[config.mk]
export PLATFORM = sky130hd
export DESIGN_NAME = qau_divsqrt
export DESIGN_NICKNAME = d
export VERILOG_FILES = /design/src/assert_macros.svh /design/src/qau_pkg.sv /design/src/qau_divsqrt.sv
export SDC_FILE = /design/constraint.sdc
export NUM_CORES = 1
export LEC_CHECK = 0
export CAP_MARGIN = 20
export CORE_MARGIN = 2
export CORE_UTILIZATION = 67
export DETAILED_ROUTE_END_ITERATION = 8
export DONT_BUFFER_PORTS = 1
export HOLD_SLACK_MARGIN = 0.1
export PLACE_DENSITY = 0.83
export SETUP_SLACK_MARGIN = 0.1
export SYNTH_ARGS = -nofsm -noshare
export SYNTH_HDL_FRONTEND = slang
export SYNTH_SLANG_ARGS = --single-unit
[constraint.sdc]
create_clock -name aclk -period 18.6 [get_ports aclk]
set_clock_uncertainty 0.05 [all_clocks]
set_input_delay 0.93 -clock aclk [delete_from_list [all_inputs] [get_ports aclk]]
set_output_delay 0.93 -clock aclk [all_outputs]
set_load 0.005 [all_outputs]
[src/assert_macros.svh]
// Assertion helper macros shared by the RTL.
`ifndef ASSERT_MACROS_SVH
`define ASSERT_MACROS_SVH
// Concurrent assertion on the rising clock, off while reset is held.
`define QAU_ASSERT(label, clk, rstn, prop, msg) \
    label: assert property (@(posedge clk) disable iff (!rstn) (prop)) else $error(msg);
// Concurrent assertion that is checked during reset as well.
`define QAU_ASSERT_ALWAYS(label, clk, prop, msg) \
    label: assert property (@(posedge clk) (prop)) else $error(msg);
`endif

[src/qau_pkg.sv]
// ----------------------------------------------------------------------------
// qau_pkg
// Widths, opcodes, status codes and the sequencer state type of the unit.
// ----------------------------------------------------------------------------
package qau_pkg;
    localparam int COMPONENT_WIDTH_DEF = 32;
    localparam int FRACTION_BITS_DEF   = 16;
    localparam int MAX_EXPONENT_DEF    = 15;

    localparam logic [3:0] OP_ADD   = 4'd0;
    localparam logic [3:0] OP_SUB   = 4'd1;
    localparam logic [3:0] OP_NEG   = 4'd2;
    localparam logic [3:0] OP_MUL   = 4'd3;
    localparam logic [3:0] OP_SADD  = 4'd4;
    localparam logic [3:0] OP_SSUB  = 4'd5;
    localparam logic [3:0] OP_SMUL  = 4'd6;
    localparam logic [3:0] OP_SDIV  = 4'd7;
    localparam logic [3:0] OP_CONJ  = 4'd8;
    localparam logic [3:0] OP_NORM  = 4'd9;
    localparam logic [3:0] OP_RECIP = 4'd10;
    localparam logic [3:0] OP_DIV   = 4'd11;
    localparam logic [3:0] OP_POW   = 4'd12;

    localparam logic [1:0] ST_OK  = 2'd0;
    localparam logic [1:0] ST_SAT = 2'd1;
    localparam logic [1:0] ST_DZ  = 2'd2;

    typedef enum logic [6:0] {
        S_IDLE  = 7'b0000001,
        S_SUMSQ = 7'b0000010,
        S_SQRT  = 7'b0000100,
        S_DIV   = 7'b0001000,
        S_HAM   = 7'b0010000,
        S_DONE  = 7'b0100000,
        S_OUT   = 7'b1000000
    } qau_state_t;

    // Request to the shared multiply-accumulate unit.
    typedef struct packed {
        logic clear;
        logic en;
        logic sub;
        logic rnd;
    } qau_mac_ctl_t;
endpackage

[src/qau_divsqrt.sv]
// ----------------------------------------------------------------------------
// qau_divsqrt
// Bit-serial unsigned divider and integer square root, one bit per cycle.
// ----------------------------------------------------------------------------
module qau_divsqrt import qau_pkg::*; #(
    parameter int NW = 64
) (
    input  logic          aclk,
    input  logic          aresetn,
    input  logic          start_div,
    input  logic          start_sqrt,
    input  logic [NW-1:0] num,
    input  logic [NW-1:0] den,
    output logic          busy,
    output logic [NW-1:0] result
);
    localparam int CNTW = $clog2(NW+1);
    logic [NW-1:0]   q_reg;
    logic [NW:0]     rem_reg;
    logic [NW-1:0]   n_reg;
    logic [NW-1:0]   d_reg;
    logic [CNTW-1:0] cnt_reg;
    logic            sqrt_reg;
    logic            busy_reg;
    logic [NW:0]     rem_sh;
    logic [NW:0]     trial;

    // Division: shift in one numerator bit. Square root: shift in two bits
    // and try root*4+1 against the partial remainder.
    always_comb begin
        if (sqrt_reg) begin
            rem_sh = {rem_reg[NW-2:0], n_reg[NW-1:NW-2]};
            trial  = {q_reg[NW-2:0], 2'b01};
        end else begin
            rem_sh = {rem_reg[NW-1:0], n_reg[NW-1]};
            trial  = {1'b0, d_reg};
        end
    end

    always_ff @(posedge aclk) begin
        if (!aresetn) begin
            busy_reg <= 1'b0;
        end else if (start_div || start_sqrt) begin
            busy_reg <= 1'b1;
            sqrt_reg <= start_sqrt;
            n_reg    <= num;
            d_reg    <= den;
            q_reg    <= '0;
            rem_reg  <= '0;
            cnt_reg  <= start_sqrt ? CNTW'(NW/2) : CNTW'(NW);
        end else if (busy_reg) begin
            n_reg <= sqrt_reg ? {n_reg[NW-3:0], 2'b00} : {n_reg[NW-2:0], 1'b0};
            if (rem_sh >= trial) begin
                rem_reg <= rem_sh - trial;
                q_reg   <= {q_reg[NW-2:0], 1'b1};
            end else begin
                rem_reg <= rem_sh;
                q_reg   <= {q_reg[NW-2:0], 1'b0};
            end
            cnt_reg <= cnt_reg - 1'b1;
            if (cnt_reg == CNTW'(1)) begin
                busy_reg <= 1'b0;
            end
        end
    end

    assign busy   = busy_reg;
    assign result = q_reg;
endmodule

==> summary.txt, run 1 <==
Synth
  – Ys async rst share: 0
  – Top cell types by occurrence after synthesis: edfxtp_1, mux2i_1, a21oi_1, nand2_1, o21ai_0
  – Synthesis-stage register bit count: about 270
  – Net Count, Synth: 1,719
  – Yosys top cell by area: edfxtp_1
  – Synth Flop Type: edfxtp_1
  – Largest cells by area after synthesis: edfxtp_1, mux2i_1, ha_1
  – Synth cell types: slightly above 80
  – Post-Synthesis Cells: ~1,500
  – Number of synthesized flops with an enable pin: between 200 and 300
  – Most frequent cell after synthesis: edfxtp_1
  – Post-Syn Area: 0.01649 mm²
  – Sequential cell area fraction in the yosys report: 0.4818
  – Yosys warns: 0
  – Share of the synthesized area in the top cell type: 0.4806
  – Mean Syn Cell Area: between 10 and 15 µm²

Die
  – Starting Density: 0.6802
  – Die area: roughly 0.026 mm²
  – Core area: roughly 0.024 mm²
  – Die H: roughly 160 µm
  – Io pins: ~200
  – Chip Width: about 160 µm
  – Rows: 57

Clocking
  – Setup bufs post-CTS: 0
  – Clock transition at the registers of the reported paths: ~0.060 ns
  – CTS sink cnt: roughly 270
  – CTS max path bufs: 3
  – H-tree Lvls: 1
  – CTS buffer count: 28
  – Clock root buffer: clkbuf_16
  – Worst skew pair latency: 0.54 ns
  – CTS tree: built
  – CTS Hold Bufs: 0
  – Post-CTS sizing: 0

Routing
  – Pre-antenna DRT Iters: 6
  – Post-DR vias/cell: roughly 6.5
  – Initial drt markers: roughly 1,200
  – Wirelength, routed: 36.49 mm
  – Vias: about 12,000
  – ANT nets after route: 0
  – Drt wl/cell: slightly above 20 µm
  – Residual DRC: 0

Layout
  – Fill cells: between 1,500 and 2,000
  – Final Core Density: 0.7200
  – Area of the multi-input gates: 0.008063 mm²
  – Final nets: ~1,700
  – P&R area growth vs syn: 5.841%
  – Post-Layout Cell Count: 1,807
  – Share of cells above drive strength 1: 0.1060
  – Register area: between 0.007 and 0.008 mm²

Setup path
  – Startpoint types: flop
  – Worst reg-to-reg path cell count: 14
  – R2r setup slk: between 10 and 15 ns
  – RR Startpoint: sqrt_reg$_DFFE_PP_
  – Critical path data arrival time: 6.25 ns
  – CP required: roughly 19 ns
  – Reg2reg end: rem_reg[50]$_SDFFCE_PN0P_
  – Crit path capture type: flop
  – Crit path max fanout: around 150
  – Crit Path Class: reg -> reg

GRT
  – First-pass GRT wire length: slightly below 60 mm
  – Largest net degree at the start of global routing: about 150
  – Initial antenna violation count: 1
  – Vias in the first global route: between 10,000 and 15,000
  – GRT Total Usage: 0.2757
  – GR Overflow Total: 0

Placement
  – Dpl cells: 1,755
  – Gpl congestion: approximately 0.97
  – Detail Placement HPWL: ~25 mm
  – IO Port Bufs: 0

Outcome
  – Status: completed

STA
  – Fin Setup TNS: 0 ns
  – # setup viols final: 0
  – Normalized max-slew margin: 0.2886
  – RSZ-0062 raised after global routing: false
  – Min cycle time layout: between 6 and 7 ns
  – Period Utilization, post-route: 0.3227
  – Slew Viols, Final: 0
  – Fmax: roughly 0.17 GHz
  – Worst hold slack: around 0.43 ns
  – Final Hold Violating Endpoints: 0
  – Slew of the pin with the lowest slew margin: approximately 1.1 ns

Power
  – Pwr dens: around 110 mW/mm²
  – Tot Pwr: between 1.5 and 2 mW
  – Lkg Pwr: 6.704 nW
  – Peak VDD IR: between 0.08 and 0.09 mV

Min path
  – Hold Path End: d_reg[57]$_DFFE_PP_
  – Min-delay src: den[57]
  – WHS Path Cells: 0
  – Hold Crit Class: in -> reg

Flow run
  – Max-cap viol count: 0
==> through the flow <==
stage / worst slack, ns / area, µm²
after floorplan: 11.86 / 16490
after global placement: 12.85 / 16570
after detailed placement: 12.72 / 16570
after CTS: 12.73 / 17450
after global routing: 12.35 / 17450
final: 12.60 / 17460
==> placed cells by master, fill, tap and decap left out, types with 7 or more instances in the layout <==
master,count
a211oi_1,11
a21o_1,34
o22ai_1,8
and2_1,69
nand2_1,121
and3_1,11
clkinv_1,8
o31ai_1,7
o21ai_0,91
or3_1,9
ha_1,67
xor2_1,21
nand4_1,23
xnor2_1,37
nand3_1,68
buf_4,10
mux2i_1,128
clkbuf_16,29
nor2_1,49
mux2_2,65
o21ai_1,58
a21oi_1,121
o21a_1,7
edfxtp_1,264
nor3_1,19
o21bai_1,12
inv_1,17
==> where the power goes <==
part | switching, mW | internal (mW)
logic | 0.351 | 0.227
clock network | 0.227 | 0.311
registers | 0.0272 | 0.720
==> area by class of cell <==
class,instances,share of cell area
multi-input combinational,1138,0.4618
sequential,265,0.4552
clock buffer,34,0.04264
tap,324,0.02322
clock inverter,16,0.007669
timing repair buffer,11,0.005447
inverter,17,0.003655
antenna,2,0.0002867
==> routing by layer <==
layer | track usage | share of wire
met2 | 0.4407 | 0.46
met4 | 0.08076 | 0.024
met5 | 0 | 0
met3 | 0.05269 | 0.074
met1 | 0.3879 | 0.45
==> worst max path at each step <==
stage                                   from                   endpoint  cells after the start
after floorplan                    start_div            busy$_SDFF_PN0_                      5
after global placement    sqrt_reg$_DFFE_PP_  rem_reg[50]$_SDFFCE_PN0P_                     14
after detailed placement  sqrt_reg$_DFFE_PP_  rem_reg[50]$_SDFFCE_PN0P_                     14
after CTS                 sqrt_reg$_DFFE_PP_  rem_reg[50]$_SDFFCE_PN0P_                     14
after global routing      sqrt_reg$_DFFE_PP_  rem_reg[50]$_SDFFCE_PN0P_                     14
final                     sqrt_reg$_DFFE_PP_  rem_reg[50]$_SDFFCE_PN0P_                     14
==> worst max-delay path, cell delays in order, from the launching register on <==
cell	delay [ns]
edfxtp_1	0.37
buf_12	0.54
buf_4	0.70
mux2_2	0.42
ha_1	0.40
a21o_1	0.20
a21o_1	0.17
a21oi_1	0.14
o21ai_0	0.14
a21oi_1	0.18
o21bai_1	0.18
o21ai_4	0.60
buf_4	0.48
nand2_1	0.47
o211a_1	0.39
==> cell families (layout without fill, tap and decap cells) <==
logic type | count (synthesis) | count (layout) | synth area share
AO/OA/AOI/OAI | 407 | 407 | 0.1538
buffers and inverters | 116 | 78 | 0.03178
XOR/XNOR | 58 | 58 | 0.03080
multiplexers | 193 | 193 | 0.1221
adder cells (fa/ha/maj) | 68 | 68 | 0.05204
other | 0 | 2 | 0
flip-flops | 265 | 265 | 0.4818
AND/OR/NAND/NOR | 412 | 412 | 0.1277
(Power assumes the default switching activity.)
==> run 2, diff against run 1 <==
- CORE_UTILIZATION: 67 -> 65
- PLACE_DENSITY: 0.83 -> 0.81
- clock period: 18.6 -> 5.9 ns (I/O delays scaled with it)
==> run 2 against run 1 <==
Compared with the run above: cell count increased by 7.4%; register-to-register slack lost 11 ns; count of clock-buffer cells in the layout shrank 3; sequential cell count did not move; sequential power increased to 3.2 times the previous value; sequential share of layout area down 3.1 points; die area increased by 3.0%; core utilization up 2.8 points; critical path depth unchanged; hold slack worse by 0.11 ns; worst setup slack got worse by 11 ns.
==> summary.txt, run 2 (synthesized netlist as in run 1, its figures left out) <==
Clocking
  – CTS sink cnt: roughly 270
  – Worst skew pair latency: 0.55 ns
  – Setup bufs post-CTS: 0
  – CTS buffer count: 27
  – Post-CTS sizing: 0
  – Clock root buffer: clkbuf_16
  – H-tree Lvls: 1
  – CTS max path bufs: 3
  – Clock transition at the registers of the reported paths: around 0.07 ns
  – CTS tree: built

Setup path
  – Critical path data arrival time: roughly 5 ns
  – CP required: around 6.1 ns
  – Crit path capture type: flop
  – Crit-path most repeated cell: nor2_1
  – Crit path max fanout: 92
  – Startpoint types: flop
  – Crit Path Class: reg -> reg
  – Crit-path cells: buf_12, buf_12, mux2_2, ha_1, a21o_1, a21oi_1, nor2_1, nor2_1, nor2_1, a211oi_1, o21a_1, buf_4, a211oi_1, o21a_1
  – Crit-path max cell delay: 0.56 ns
  – Critical path's top delay family: compound AO/OA/AOI/OAI gates
  – CP max-delay cell: a211oi_1
  – R2r setup slk: 1.11 ns
  – Buffer and inverter count on the worst path: 3

STA
  – Final Hold Violating Endpoints: 0
  – Normalized max-slew margin: 0.3545
  – Fmax: 0.2086 GHz
  – Min cycle time layout: 4.793 ns
  – Period Utilization, post-route: 0.8123
  – # setup viols final: 0
  – RSZ-0062 raised after global routing: false
  – Slew of the pin with the lowest slew margin: between 0.9 and 1 ns
  – Fin Setup TNS: 0 ns
  – Slew Viols, Final: 0

Die
  – Die area: between 0.02 and 0.03 mm²
  – Die H: 163.3 µm
  – Core area: about 0.025 mm²
  – Starting Density: 0.6588
  – Chip Width: 163.3 µm
  – Io pins: slightly below 200
  – Rows: 58

GRT
  – Largest net degree at the start of global routing: about 140
  – Initial antenna violation count: 0
  – First-pass GRT wire length: 63.49 mm
  – Vias in the first global route: about 12,000
  – GRT Total Usage: 0.2973
  – GR Overflow Total: 0

Power
  – Sw Pwr: between 1.5 and 2 mW
  – Pwr dens: ~310 mW/mm²
  – Sw Ratio: 0.3311
  – Int Pwr: between 3 and 4 mW
  – Seq pwr share: 0.402
  – Power share of the clock group: 0.272
  – Comb power frac: 0.326
  – Lkg Pwr: 7.227 nW
  – Peak VDD IR: between 0.2 and 0.3 mV

Min path
  – Hold Crit Class: in -> reg

Placement
  – DP Area: ~0.017 mm²
  – Gpl congestion: 0.9174
  – Detail Placement HPWL: approximately 25 mm
  – IO Port Bufs: 0

Layout
  – Share of cells above drive strength 1: 0.09752
  – Fill cells: 1,585
  – P&R area growth vs syn: 13.59%
  – Commonest non-fill, non-tap cells in the layout: edfxtp_1, dlygate4sd3_1, mux2i_1, nand2_1, a21oi_1
  – Commonest non-fill, non-tap cell in the layout: edfxtp_1
  – Fin area: roughly 0.019 mm²
  – # diodes: 0
  – Register area: between 0.007 and 0.008 mm²
  – Area of the multi-input gates: between 0.008 and 0.009 mm²
  – Final nets: between 1,500 and 2,000

Routing
  – Wirelength, routed: ~40 mm
  – ANT nets after route: 0
  – Residual DRC: 0
  – Initial drt markers: approximately 1,200
  – Drt wl/cell: ~21 µm
  – Pre-antenna DRT Iters: 5
  – Post-DR vias/cell: roughly 6.4
  – Vias: between 10,000 and 15,000

Outcome
  – Status: completed

Flow run
  – Max-cap viol count: 0
run 2: cell types whose count changed in the layout (fill, tap and decap cells not counted), moves of 2 or more:
cell,previous run,this run
buf_12,1,4
clkinvlp_4,1,3
diode_2,2,0
dlygate4sd3_1,0,130
clkbuf_16,29,27
run 2: layer usage:
metal  vias to the layer above  track usage  wire length (µm)
met5                         -            0                 0
met4                         0      0.07643               885
met3                        76      0.05358              2831
met2                       477       0.5013             19430
met1                      6021       0.3994             17310
li1                       5869            -                 -
run 2: cell type report:
cell class	instances	share of cell area
Multi-Input combinational cell	1138	0.4303
Tap cell	330	0.02204
Timing Repair Buffer	143	0.07733
Sequential cell	265	0.4242
Clock inverter	16	0.005876
Clock buffer	31	0.03686
Inverter	17	0.003406
run 2: power by group through the flow:
stage	clock network (mW)	logic (mW)	registers (mW)
after floorplan	0	1.44	2.36
after global placement	0	1.77	2.38
after detailed placement	0	1.79	2.39
after CTS	1.60	1.88	2.35
after global routing	1.67	2.10	2.37
final	1.60	1.91	2.36
run 2: stage by stage:
step	cells	hold slack (ns)	util	power (mW)	setup slack, ns
global placement	1762	0.3439	0.6636	4.157	1.225
detailed placement	1762	0.3439	0.6636	4.182	1.245
floorplan	1519	0.3439	-	3.805	1.221
global route	1940	0.3135	0.7484	6.146	0.8462
CTS	1939	0.3049	0.7476	5.825	1.169
finish	1940	0.3244	0.7484	5.866	1.107
run 2: worst reg2reg max path: cells and delay by family (launching register included):
family / cells / cell delay, ns
and+or+nand+nor: 3 / 0.32
buffers and inverters: 3 / 1.40
DFF: 1 / 0.40
muxes: 1 / 0.40
AOI/OAI and AO/OA: 6 / 1.56
adders and majority gates: 1 / 0.42
run 2: repair_timing:
action | CTS | global route
endpoints found under the hold margin | 131 | 0
endpoints found under the setup margin | 0 | 0
hold buffers | 130 | 0
run 2: final timing paths:
path                        startpoint                         to  cells after the start
hold reg to reg   cnt_reg[5]$_DFFE_PP_            busy$_SDFF_PN0_                      1
hold / removal                 den[35]        d_reg[35]$_DFFE_PP_                      1
setup / recovery    sqrt_reg$_DFFE_PP_  rem_reg[46]$_SDFFCE_PN0P_                     14
setup reg to reg    sqrt_reg$_DFFE_PP_  rem_reg[46]$_SDFFCE_PN0P_                     14
